<file path="config.mk">
export PLATFORM = sky130hd
export DESIGN_NAME = psieve_ram
export DESIGN_NICKNAME = d
export VERILOG_FILES = /design/src/psieve_ram.sv
export SDC_FILE = /design/constraint.sdc
export NUM_CORES = 1
export LEC_CHECK = 0
export BUFFER_PORTS_ARGS = -buffer_cell sky130_fd_sc_hd__buf_2
export CORE_AREA = 4 4 41 43
export DETAILED_ROUTE_END_ITERATION = 10
export DIE_AREA = 0 0 45 47
export PLACE_DENSITY = 0.41
export SKIP_LAST_GASP = 1
export SLEW_MARGIN = 15
export SYNTH_ARGS = -nofsm -noshare
export SYNTH_HDL_FRONTEND = slang
export SYNTH_SLANG_ARGS = --single-unit
</file>
<file path="constraint.sdc">
create_clock -name clk -period 1.2 [get_ports clk]
set_input_delay 0 -clock clk [delete_from_list [all_inputs] [get_ports clk]]
set_output_delay 0 -clock clk [all_outputs]
set_load 0.01 [all_outputs]
</file>
<file path="src/psieve_ram.sv">
// Generic single-write, single-read synchronous RAM with registered read data.
module psieve_ram #(
    parameter int WIDTH = 1,
    parameter int DEPTH = 4
) (
    input  logic                     clk,
    input  logic                     we,
    input  logic [$clog2(DEPTH)-1:0] waddr,
    input  logic [WIDTH-1:0]         wdata,
    input  logic                     re,
    input  logic [$clog2(DEPTH)-1:0] raddr,
    output logic [WIDTH-1:0]         rdata
);

    logic [WIDTH-1:0] ram_reg [DEPTH];
    logic [WIDTH-1:0] rdata_reg;

    // Write port and registered read port; read data holds when not reading.
    always_ff @(posedge clk)
    begin
        if (we)
        begin
            ram_reg[waddr] <= wdata;
        end
        if (re)
        begin
            rdata_reg <= ram_reg[raddr];
        end
    end

    assign rdata = rdata_reg;

endmodule

</file>
==> impl_metrics.yaml, run 1 <==
outcome:
  status: "complete, no violations"
routing:
  drtPass1Iterations: 1
  dr_total_vias: 145
  routedWlPerCell_um: 9.05
  ant_nets: 0
  avgViaCountPerCell: 3.72
  finalWirelength_um: 353
  drtIter0Drc: 0
  drcViolationCount: 0
power_and_ir_drop:
  ir_drop_v: 0.000353
  power_density_mw_per_mm2: 1410
  p_leak_uw: 0.000129
critical_path:
  slowest_stage: "mux4_2"
  crit_type: "flop to flop"
  cp.arrival_ps: 1050
  cp_max_fo: 1
  slowest_delay_ps: 460
  critPathRequiredTime_ps: 1180
  path_cells: "mux4_2"
  cp-end-kind: "flop"
  path_buf_inv: 0
  crit_path_start_kind: "flop"
  critPathTopFamily: "multiplexers"
yosys:
  yosys_warnings: 0
  ys_seq_area_frac: 0.736
  synthSimpleGateAreaFrac: 0.153
  synth_nets: 18
  synth_compound_area_frac: 0
  synth_cell_types: 5
  synth_top_family_by_area: "simple AND/OR/NAND/NOR gates"
  ys_ff_latch: 5
  netlist_area_sq_um: 204
  syn_area_per_cell_sq_um: 20.4
  synthMuxAreaShare: 0.110
  synthCells: 10
  synthXorXnorAreaFrac: 0
  synthAdderAreaFrac: 0
clocking:
  path_clk_slew_ps: 40
  htree_levels: 1
  cts.sinks: 5
  numCtsBuffers: 3
  cts_tree: "yes"
  post_cts_resized: 0
  insertion_delay_ps: 240
  clock_path_buffers: 2
  clockRootBuffer: "clkbuf_4"
final_layout:
  diodes: 0
  synthToLayoutAreaGrowth_pct: 51.5
  drive_gt1_frac: 0.500
  nFillCells: 157
  nets: 33
  utilization: 0.238
  final_common_cell: "buf_2"
  largest_register_ffs: 4
  layout_common_cells: "8 x buf_2, 5 x edfxtp_1, 3 x clkbuf_4, 2 x and3b_1, 2 x dlygate4sd3_1"
die:
  die_x_um: 45
  ios: 9
  design.core.area_sq_mm: 0.00130
  die_area_sq_mm: 0.00212
  rows: 13
  start_util: 0.157
  die_height_um: 47
placed_design:
  gp_congestion: 0.574
  placement.io_buffers: 8
global_routing:
  grt_pass1_wl_um: 558
  first_global_vias: 151
  grt_max_degree: 5
  grt_util_all_layers: 0.0454
  grt_overflow: 0
  antenna_found_initial: 0
timing:
  tightest_slew_ps: 233
  fin_crit_ps: 1080
  setup_viol: 0
  hold_ws_ps: 82.7
  max_slew_margin: 0.844
  finalCritPeriodShare: 0.897
  finalHoldViolCount: 0
  fmax_mhz: 929
  setup_tns_ps: 0
  grt_setup_unrepaired: "no"
  finalMaxSlewViolations: 0
  finClkSkew_ps: 0.558
min_path:
  hold_path.class: "input port to flop"
flow_run:
  cap_viol_max_count: 0
## power by group
part / internal (uW) / switching [uW] / total (uW)
Clock: 126 / 68.6 / 194
Combinational: 22.4 / 12.9 / 35.4
Sequential: 204 / 1.69 / 205
Total: 352 / 83.2 / 435
## routing by layer
metal / vias to the layer above / GRT usage / routed length, um / share of wire
li1: 69 / - / - / -
met1: 63 / 0.0349 / 128 / 0.36
met4: 0 / 0.0877 / 12 / 0.034
met3: 2 / 0.0268 / 65 / 0.18
met5: - / 0 / 0 / 0
met2: 11 / 0.0565 / 146 / 0.41
## cells by family after synthesis
| logic type | count (synthesis) |
|---|---|
| DFF | 5 |
| and+or+nand+nor | 4 |
| muxes | 1 |
## path summary, 6_finish.rpt
kind	startpoint	end	slack [ps]	depth (start not counted)
max	ram_reg[3]	rdata	120	1
max reg2reg	ram_reg[3]	rdata	120	1
min	waddr[1]	ram_reg[0]	80	2
min reg2reg	ram_reg[2]	rdata	630	1
## cell usage after synthesis
cell type  number  area share
mux4_2          1        0.11
edfxtp_1        5        0.74
and3_1          1       0.031
and3b_1         2       0.086
nor3b_1         1       0.037
## repair_timing
item	in CTS	in global routing
buffers inserted	0	0
hold buffers	2	0
endpoints found under the hold margin	5	0
## area by class of cell
class / instances / area [sq um] / share of cell area
timing repair buffer: 10 / 60.1 / 0.194
sequential: 5 / 150 / 0.486
multi-input combinational: 5 / 53.8 / 0.174
clock buffer: 4 / 26.3 / 0.0850
tap: 15 / 18.8 / 0.0607
## stage by stage
step	cells	instance area (sq um)	power, uW	setup slack [ps]
final	39	309	435	124
after global routing	39	309	461	80.1
after global placement	33	263	239	141
after detailed placement	33	263	240	114
after floorplan	10	204	220	153
after CTS	39	309	449	110
No activity file was read; power rests on OpenSTA's default activity.
==> inputs of run 2 (changes only) <==
ABC_CLOCK_PERIOD_IN_PS = 1200   (was not set)
CTS_BUF_LIST = sky130_fd_sc_hd__clkbuf_8   (was not set)
==> run 2 against run 1 <==
Against the previous run:
- sequential share of layout area is 2.8 points lower
- highest routed layer unchanged
- first-iteration DRC count stayed put
- critical endpoint unchanged
- cell area is 6.1% higher
- critical path type unchanged
- sequential power hardly changed
==> impl_metrics.yaml, run 2 (synthesis gave the netlist of run 1 again) <==
power_and_ir_drop:
  ir_drop_v: 0.000645
  power_density_mw_per_mm2: 1640
  p_leak_uw: 0.000141
critical_path:
  path_cells: "mux4_2"
  critPathTopFamily: "multiplexers"
  crit_type: "flop to flop"
  crit_path_start_kind: "flop"
  cp_max_fo: 1
  slowest_stage: "mux4_2"
  critPathRequiredTime_ps: 1150
  cp-end-kind: "flop"
  cp.arrival_ps: 1030
  path_buf_inv: 0
  slowest_delay_ps: 460
die:
  die_height_um: 47
  start_util: 0.157
  die_area_sq_mm: 0.00212
  rows: 13
  ios: 9
  design.core.area_sq_mm: 0.00130
  die_x_um: 45
timing:
  setup_viol: 0
  tightest_slew_ps: 223
  grt_setup_unrepaired: "no"
  max_slew_margin: 0.851
  setup_tns_ps: 0
  finClkSkew_ps: 0.309
  finalCritPeriodShare: 0.896
  fin_crit_ps: 1070
  finalHoldViolCount: 0
  fmax_mhz: 930
  finalMaxSlewViolations: 0
  hold_ws_ps: 107
global_routing:
  grt_util_all_layers: 0.0462
  grt_overflow: 0
  grt_pass1_wl_um: 565
  first_global_vias: 152
  antenna_found_initial: 0
  grt_max_degree: 5
final_layout:
  final_common_cell: "buf_2"
  layout_common_cells: "8 x buf_2, 5 x edfxtp_1, 3 x clkbuf_8, 2 x and3b_1, 2 x dlygate4sd3_1"
  utilization: 0.252
  synthToLayoutAreaGrowth_pct: 60.7
  stdcell_count: 39
  drive_gt1_frac: 0.500
  nets: 33
  largest_register_ffs: 4
  diodes: 0
flow_run:
  cap_viol_max_count: 0
clocking:
  postCtsSetupRepairBufs: 0
  path_clk_slew_ps: 30
  clock_path_buffers: 2
  cts.sinks: 5
  cts_hold_buf: 2
  htree_levels: 1
  post_cts_resized: 0
  clockRootBuffer: "clkbuf_8"
  numCtsBuffers: 3
  insertion_delay_ps: 220
  cts_tree: "yes"
routing:
  dr_total_vias: 146
  drcViolationCount: 0
  drtIter0Drc: 0
  drtPass1Iterations: 1
  avgViaCountPerCell: 3.74
  finalWirelength_um: 353
  routedWlPerCell_um: 9.05
  ant_nets: 0
placed_design:
  placement.io_buffers: 8
  gp_congestion: 0.574
  dp_cells: 33
outcome:
  status: "complete, no violations"
min_path:
  hold_path.class: "input port to flop"
-- run 2: final timing paths --
| path | start | to | slack (ps) | depth (start not counted) |
|---|---|---|---|---|
| worst max-delay path | ram_reg[3] | rdata | 130 | 1 |
| worst min-delay path | waddr[1] | ram_reg[0] | 110 | 2 |
| worst max register to register | ram_reg[3] | rdata | 130 | 1 |
| worst min register to register | ram_reg[2] | rdata | 630 | 1 |
-- run 2: routing by layer --
metal	vias up	GRT usage	part of all wire
met5	-	0	0
met4	0	0.0702	0.065
met3	2	0.0383	0.19
met2	11	0.0593	0.37
met1	64	0.0349	0.37
li1	69	-	-
-- run 2: stage by stage --
step / total power [uW] / area [sq um] / setup WS (ps)
2_1_floorplan: 220 / 204 / 153
3_3_place_gp: 239 / 263 / 141
3_5_place_dp: 240 / 263 / 114
4_1_cts: 548 / 328 / 111
5_1_grt: 566 / 328 / 81.4
6_report: 536 / 328 / 125
-- run 2: area by class of cell --
cell class	count	area, sq um
Fill cell	155	973
Multi-Input combinational cell	5	53.8
Clock buffer	3	41.3
Sequential cell	5	150
Clock inverter	1	3.75
Tap cell	15	18.8
Timing Repair Buffer	10	60.1
-- run 2: report_power, final --
group,total (uW),switching [uW],internal (uW)
clock,295,76.0,219
sequential,206,1.69,204
combinational,35.4,12.9,22.4
