## config.mk

```make
export PLATFORM = sky130hd
export DESIGN_NAME = psieve_build
export DESIGN_NICKNAME = d
export VERILOG_FILES = /design/src/psieve_pkg.sv /design/src/psieve_build.sv
export SDC_FILE = /design/constraint.sdc
export NUM_CORES = 1
export LEC_CHECK = 0
export BUFFER_PORTS_ARGS = -buffer_cell sky130_fd_sc_hd__buf_2
export CORE_MARGIN = 5
export CORE_UTILIZATION = 50
export CTS_BUF_LIST = sky130_fd_sc_hd__clkbuf_8
export DETAILED_ROUTE_END_ITERATION = 10
export PLACE_DENSITY = 0.69
export RECOVER_POWER = 25
export SYNTH_ARGS = -nofsm -noshare
export SYNTH_HDL_FRONTEND = slang
export SYNTH_SLANG_ARGS = --single-unit
export TNS_END_PERCENT = 5
```

## constraint.sdc

```tcl
create_clock -name clk -period 6.3 [get_ports clk]
set_input_delay 0.315 -clock clk [delete_from_list [all_inputs] [get_ports clk]]
set_output_delay 0.315 -clock clk [all_outputs]
set_load 0.1 [all_outputs]
```

## src/psieve_pkg.sv

```systemverilog
// Shared types and constants of the prime sieve table.
package psieve_pkg;

    // Field widths fixed by the interface.
    localparam int DATA_W    = 16;
    localparam int IDX_W     = 13;
    localparam int CNT_OUT_W = 14;

    // Sequencer counter widths: scan values reach limit plus a stride.
    localparam int SCAN_W = 17;
    localparam int ROOT_W = 9;

    localparam logic [DATA_W-1:0] LIMIT_RESET = 16'd1023;

    // Operation codes.
    localparam logic [1:0] OP_BUILD = 2'd0;
    localparam logic [1:0] OP_TEST  = 2'd1;
    localparam logic [1:0] OP_FETCH = 2'd2;

    // Status from the build sequencer to the transaction logic.
    typedef struct packed {
        logic busy;
        logic done;
    } bld_stat_t;

endpackage

```

## src/psieve_build.sv

```systemverilog
// Build sequencer: fills the bitmap, strikes composites and compacts the prime list.
module psieve_build #(
    parameter int MAX_NUMBERS = 65536,
    parameter int PRIME_SLOTS = 8192
) (
    input  logic                                clk,
    input  logic                                rst_n,
    input  logic                                start,
    input  logic                                ack,
    input  logic [psieve_pkg::DATA_W-1:0]       limit,
    input  logic                                bm_rdata,
    output psieve_pkg::bld_stat_t               stat,
    output logic                                bm_we,
    output logic [$clog2(MAX_NUMBERS)-1:0]      bm_waddr,
    output logic                                bm_wdata,
    output logic                                bm_re,
    output logic [$clog2(MAX_NUMBERS)-1:0]      bm_raddr,
    output logic                                pl_we,
    output logic [$clog2(PRIME_SLOTS)-1:0]      pl_waddr,
    output logic [psieve_pkg::DATA_W-1:0]       pl_wdata,
    output logic [$clog2(PRIME_SLOTS+1)-1:0]    found_count,
    output logic [psieve_pkg::DATA_W-1:0]       built_limit,
    output logic                                sieve_built
);

    import psieve_pkg::*;

    localparam int NUM_W  = $clog2(MAX_NUMBERS);
    localparam int SLOT_W = $clog2(PRIME_SLOTS);
    localparam int CNT_W  = $clog2(PRIME_SLOTS + 1);

    typedef enum logic [6:0] {
        S_IDLE   = 7'b0000001,
        S_FILL   = 7'b0000010,
        S_TEST   = 7'b0000100,
        S_CHECK  = 7'b0001000,
        S_STRIKE = 7'b0010000,
        S_SCAN   = 7'b0100000,
        S_DONE   = 7'b1000000
    } state_t;

    state_t              state_reg, state_next;
    logic [DATA_W-1:0]   top_reg, top_next;
    logic                built_reg, built_next;
    logic [CNT_W-1:0]    count_reg, count_next;
    logic [SCAN_W-1:0]   addr_reg, addr_next;
    logic [ROOT_W-1:0]   root_reg, root_next;
    logic [SCAN_W-1:0]   sq_reg, sq_next;
    logic                issue_reg, issue_next;
    logic                pend_reg, pend_next;
    logic [DATA_W-1:0]   pend_addr_reg, pend_addr_next;

    logic [DATA_W-1:0]   top_clamp;
    logic [SCAN_W-1:0]   top_ext;
    logic [ROOT_W-1:0]   root_inc;
    logic [SCAN_W-1:0]   sq_inc;
    logic [SCAN_W-1:0]   j_inc;
    logic                sq_over;

    // Clamp the limit to the bitmap size.
    assign top_clamp = (32'(limit) > MAX_NUMBERS - 1) ? DATA_W'(MAX_NUMBERS - 1) : limit;
    assign top_ext   = SCAN_W'(top_reg);

    // Next root and its square, (i+1)^2 = i^2 + 2i + 1.
    assign root_inc = root_reg + ROOT_W'(1);
    assign sq_inc   = sq_reg + SCAN_W'({root_reg, 1'b0}) + SCAN_W'(1);
    assign sq_over  = sq_inc > top_ext;
    assign j_inc    = addr_reg + SCAN_W'(root_reg);

    // Sequencer next state and memory requests.
    always_comb
    begin
        state_next     = state_reg;
        top_next       = top_reg;
        built_next     = built_reg;
        count_next     = count_reg;
        addr_next      = addr_reg;
        root_next      = root_reg;
        sq_next        = sq_reg;
        issue_next     = issue_reg;
        pend_next      = pend_reg;
        pend_addr_next = pend_addr_reg;
        bm_we          = 1'b0;
        bm_waddr       = NUM_W'(addr_reg);
        bm_wdata       = 1'b0;
        bm_re          = 1'b0;
        bm_raddr       = NUM_W'(addr_reg);
        pl_we          = 1'b0;
        pl_waddr       = SLOT_W'(count_reg);
        pl_wdata       = pend_addr_reg;

        unique case (state_reg)
            S_IDLE:
            begin
                if (start)
                begin
                    top_next   = top_clamp;
                    built_next = 1'b1;
                    count_next = '0;
                    addr_next  = '0;
                    if (top_clamp < DATA_W'(2))
                    begin
                        state_next = S_DONE;
                    end
                    else
                    begin
                        state_next = S_FILL;
                    end
                end
            end

            S_FILL:
            begin
                // Every number from two on starts out as a candidate prime.
                bm_we    = 1'b1;
                bm_wdata = addr_reg >= SCAN_W'(2);
                if (addr_reg == top_ext)
                begin
                    root_next = ROOT_W'(2);
                    sq_next   = SCAN_W'(4);
                    if (SCAN_W'(4) > top_ext)
                    begin
                        addr_next  = SCAN_W'(2);
                        issue_next = 1'b1;
                        pend_next  = 1'b0;
                        state_next = S_SCAN;
                    end
                    else
                    begin
                        state_next = S_TEST;
                    end
                end
                else
                begin
                    addr_next = addr_reg + SCAN_W'(1);
                end
            end

            S_TEST:
            begin
                bm_re      = 1'b1;
                bm_raddr   = NUM_W'(root_reg);
                state_next = S_CHECK;
            end

            S_CHECK:
            begin
                if (bm_rdata)
                begin
                    addr_next  = sq_reg;
                    state_next = S_STRIKE;
                end
                else
                begin
                    root_next = root_inc;
                    sq_next   = sq_inc;
                    if (sq_over)
                    begin
                        addr_next  = SCAN_W'(2);
                        issue_next = 1'b1;
                        pend_next  = 1'b0;
                        state_next = S_SCAN;
                    end
                    else
                    begin
                        state_next = S_TEST;
                    end
                end
            end

            S_STRIKE:
            begin
                // Strike one multiple per cycle, starting at the square.
                bm_we    = 1'b1;
                bm_wdata = 1'b0;
                if (j_inc > top_ext)
                begin
                    root_next = root_inc;
                    sq_next   = sq_inc;
                    if (sq_over)
                    begin
                        addr_next  = SCAN_W'(2);
                        issue_next = 1'b1;
                        pend_next  = 1'b0;
                        state_next = S_SCAN;
                    end
                    else
                    begin
                        state_next = S_TEST;
                    end
                end
                else
                begin
                    addr_next = j_inc;
                end
            end

            S_SCAN:
            begin
                // Read data of the previous cycle: append a prime while slots remain.
                if (pend_reg && bm_rdata && (count_reg < CNT_W'(PRIME_SLOTS)))
                begin
                    pl_we      = 1'b1;
                    count_next = count_reg + CNT_W'(1);
                end
                if (issue_reg)
                begin
                    bm_re          = 1'b1;
                    pend_next      = 1'b1;
                    pend_addr_next = DATA_W'(addr_reg);
                    if (addr_reg == top_ext)
                    begin
                        issue_next = 1'b0;
                    end
                    else
                    begin
                        addr_next = addr_reg + SCAN_W'(1);
                    end
                end
                else
                begin
                    pend_next = 1'b0;
                    if (!pend_reg)
                    begin
                        state_next = S_DONE;
                    end
                end
            end

            S_DONE:
            begin
                if (ack)
                begin
                    state_next = S_IDLE;
                end
            end

            default:
            begin
                state_next = S_IDLE;
            end
        endcase
    end

    // Control registers.
    always_ff @(posedge clk or negedge rst_n)
    begin
        if (!rst_n)
        begin
            state_reg <= S_IDLE;
            top_reg   <= '0;
            built_reg <= 1'b0;
            count_reg <= '0;
            issue_reg <= 1'b0;
            pend_reg  <= 1'b0;
        end
        else
        begin
            state_reg <= state_next;
            top_reg   <= top_next;
            built_reg <= built_next;
            count_reg <= count_next;
            issue_reg <= issue_next;
            pend_reg  <= pend_next;
        end
    end

    // Datapath registers.
    always_ff @(posedge clk)
    begin
        addr_reg      <= addr_next;
        root_reg      <= root_next;
        sq_reg        <= sq_next;
        pend_addr_reg <= pend_addr_next;
    end

    assign stat.busy   = state_reg != S_IDLE;
    assign stat.done   = state_reg == S_DONE;
    assign found_count = count_reg;
    assign built_limit = top_reg;
    assign sieve_built = built_reg;

endmodule

```

==> results.py <==
metrics = {
    "timing": {
        "slew_viol_final": 41,
        "finalHoldViolCount": 0,
        "grt_setup_unrepaired": "false",
        "slew_headroom_pct": -45.3,
        "fin_setup_tns_ns": 0,
        "finalCritPeriodShare_pct": 82.9,
        "worstMarginPinSlew_ns": 2.18,
        "period_minus_slack_ns": 5.22,
        "fmax_ghz": 0.191,
        "finalSetupViolCount": 0,
        "fin_skew_ns": 0.0152,
    },
    "global_routing": {
        "antenna_found_initial": 0,
        "track_usage_pct": 24.8,
        "grt_max_degree": 43,
        "globalRouteOverflowTotal": 0,
        "grt_pass1_vias": 5945,
        "grt_pass1_wl_mm": 34.3,
    },
    "detailed_routing": {
        "drtAntennaViolNets": 0,
        "drc_errors": 0,
        "vias_per_cell": 6.04,
        "drtIter0Drc": 851,
        "drt_pass1_iterations": 5,
        "wl_mm": 21.8,
        "num_vias": 6418,
        "post_drt_wl_per_cell_um": 20.5,
    },
    "pwr": {
        "p_sw_w": 0.00266,
        "pwr-share-comb_pct": 63.4,
        "internal_power_w": 0.00164,
        "p_seq_share_pct": 27.1,
        "ir_worst_vdd_mv": 0.320,
        "switching_share_pct": 61.9,
        "p_clk_share_pct": 9.6,
        "total_leakage_power_nw": 3.62,
        "powerDensity_nw_per_um2": 529,
    },
    "worst_setup_path": {
        "critPathRequiredTime_ns": 6.57,
        "critPathCaptureType": "flop",
        "startpoint_type": "flop",
        "cp_max_fo": 10,
        "arrival_ns": 5.49,
        "path_class": "reg -> reg",
    },
    "final_layout": {
        "mostFrequentLayoutCell": "buf_2",
        "final_cell_mix": "buf_2, nand2_1, edfxtp_1",
        "drive_above_1_share_pct": 17.1,
        "syn_to_final_growth_pct": 8.75,
        "design_area_um2": 8130,
        "final_nets": 951,
        "diodes": 0,
    },
    "synthesis": {
        "ys_types": 79,
        "synthesis.area_um2": 7480,
        "synth_seq_cells": 99,
        "avgSynthCellArea_um2": 9.43,
        "synth_cells": 793,
        "synthFlopType": "edfxtp_1",
        "synth_nets": 870,
        "ys_async_sr_fraction_pct": 40.4,
        "yosys_warnings": 0,
        "yosysSeqAreaShare_pct": 37.1,
        "synth_edf_count": 59,
    },
    "placed_design": {
        "dp_hpwl_mm": 16.7,
        "numPortBuffers": 118,
        "gp_congestion": 0.967,
        "post_dp_cell_area_um2": 7990,
    },
    "floorplan": {
        "core_um2": 14600,
        "start_util_pct": 51.3,
        "dieArea_um2": 17500,
        "rows": 44,
        "die_w_um": 132,
        "ioPinCount": 119,
        "die_h_um": 132,
    },
    "cts": {
        "cts_hold_buf": 0,
        "cts_resized": 0,
        "postCtsSetupRepairBufs": 0,
        "cts_buffer_depth": 2,
        "cts_tree": "built",
        "cts.clk_slew.worst_paths_ns": 0.11,
        "worstSkewPairLatency_ns": 0.40,
        "cts_sinks": 99,
        "cts_max_level": 3,
        "tritoncts.num_buffers": 9,
        "cts-root-buf": "clkbuf_8",
    },
    "hold_path": {
        "hold_class": "in -> reg",
    },
    "outcome": {
        "status": "finished, violations left",
        "failed_checks": "max-capacitance violations, max-slew violations",
    },
    "job": {
        "drv_cap": 1,
    },
}
## Yosys cell counts (all sizes together) (7+ instances only)
cell type  number  area, um2
nand2          71        267
nor4           18        113
xor2           38        333
nor2b           9       56.3
a21o            7       52.6
nand4          20        125
o21ai          52        260
xnor2          31        272
edfxtp         59       1770
inv            45        169
a21oi          33        165
and2           20        125
nor3            8       40.0
a221o          11        110
nand3          29        145
ha             54        676
dfrtp          39        976
nand2b          9       56.3
a22o            9       80.1
buf            36        269
o21a           12       97.6
o211ai          8       60.1
nor2           57        214
clkbuf         21        119
and3           16        100
## critical path: stages (launching register included)
cell,delay [ns]
edfxtp_1,0.56
ha_1,0.35
a21o_1,0.15
a21oi_1,0.25
o21bai_1,0.12
a2111oi_1,0.75
or4_1,0.24
a21o_1,0.12
nand2_1,0.06
ha_1,0.30
and4_1,0.22
nand4_1,0.15
or4_4,0.56
a311oi_4,0.50
and3_1,0.52
a221o_1,0.23
## cell families after synthesis
kind of cell               share of synthesized area [%]
DFF                                                 37.1
and+or+nand+nor                                     19.7
AOI/OAI and AO/OA                                   17.3
muxes                                              0.736
adders and majority gates                           9.57
xor gates and xnor gates                            8.08
buffers and inverters                               7.49
## final timing paths
check | start | end | slack, ns | cells past startpoint
worst max-delay path | root_reg[0] | addr_reg[10] | 1.08 | 15
worst min-delay path | limit[0] | built_limit[0] | 0.10 | 3
worst max register to register | root_reg[0] | addr_reg[10] | 1.08 | 15
worst min register to register | sieve_built | sieve_built | 0.49 | 1
max in group asynchronous | rst_n | state_reg[2] | 4.52 | 1
min in group asynchronous | rst_n | found_count[10] | 0.53 | 1
## layout make-up
type | instances | area, um2
Tap cell | 184 | 230
Inverter | 46 | 173
Clock buffer | 9 | 124
Clock inverter | 7 | 56.3
Sequential cell | 99 | 2770
Fill cell | 1327 | 6450
Timing Repair Buffer | 127 | 624
Multi-Input combinational cell | 591 | 4150
## stage by stage
stage	util [%]	instances	power [W]	hold WS (ns)	worst slack [ns]
2_1_floorplan	-	793	0.00339	0.0194	1.45
3_3_place_gp	54.8	1047	0.00387	0.461	1.26
3_5_place_dp	54.8	1047	0.00388	0.464	1.14
4_1_cts	56.0	1063	0.00430	0.0437	1.13
5_1_grt	55.8	1063	0.00452	0.104	0.825
6_report	55.8	1063	0.00430	0.103	1.08
## power by group through the flow
stage | Clock (W) | Combinational [W] | Sequential, W
after floorplan | 0 | 0.00203 | 0.00136
after global placement | 0 | 0.00270 | 0.00117
after detailed placement | 0 | 0.00272 | 0.00117
after CTS | 0.000418 | 0.00272 | 0.00115
after global routing | 0.000448 | 0.00289 | 0.00118
final | 0.000412 | 0.00273 | 0.00116
## layer usage
layer  GRT usage, %  wire length, um  up-vias  part of all wire, %
li1               -                -     3032                    -
met2           37.3             9640      286                   44
met4           7.01              546        0                  2.5
met1           36.0             9570     3056                   44
met3           5.73             2040       44                  9.4
met5              0                0        -                    0
(Power assumes the default switching activity.)
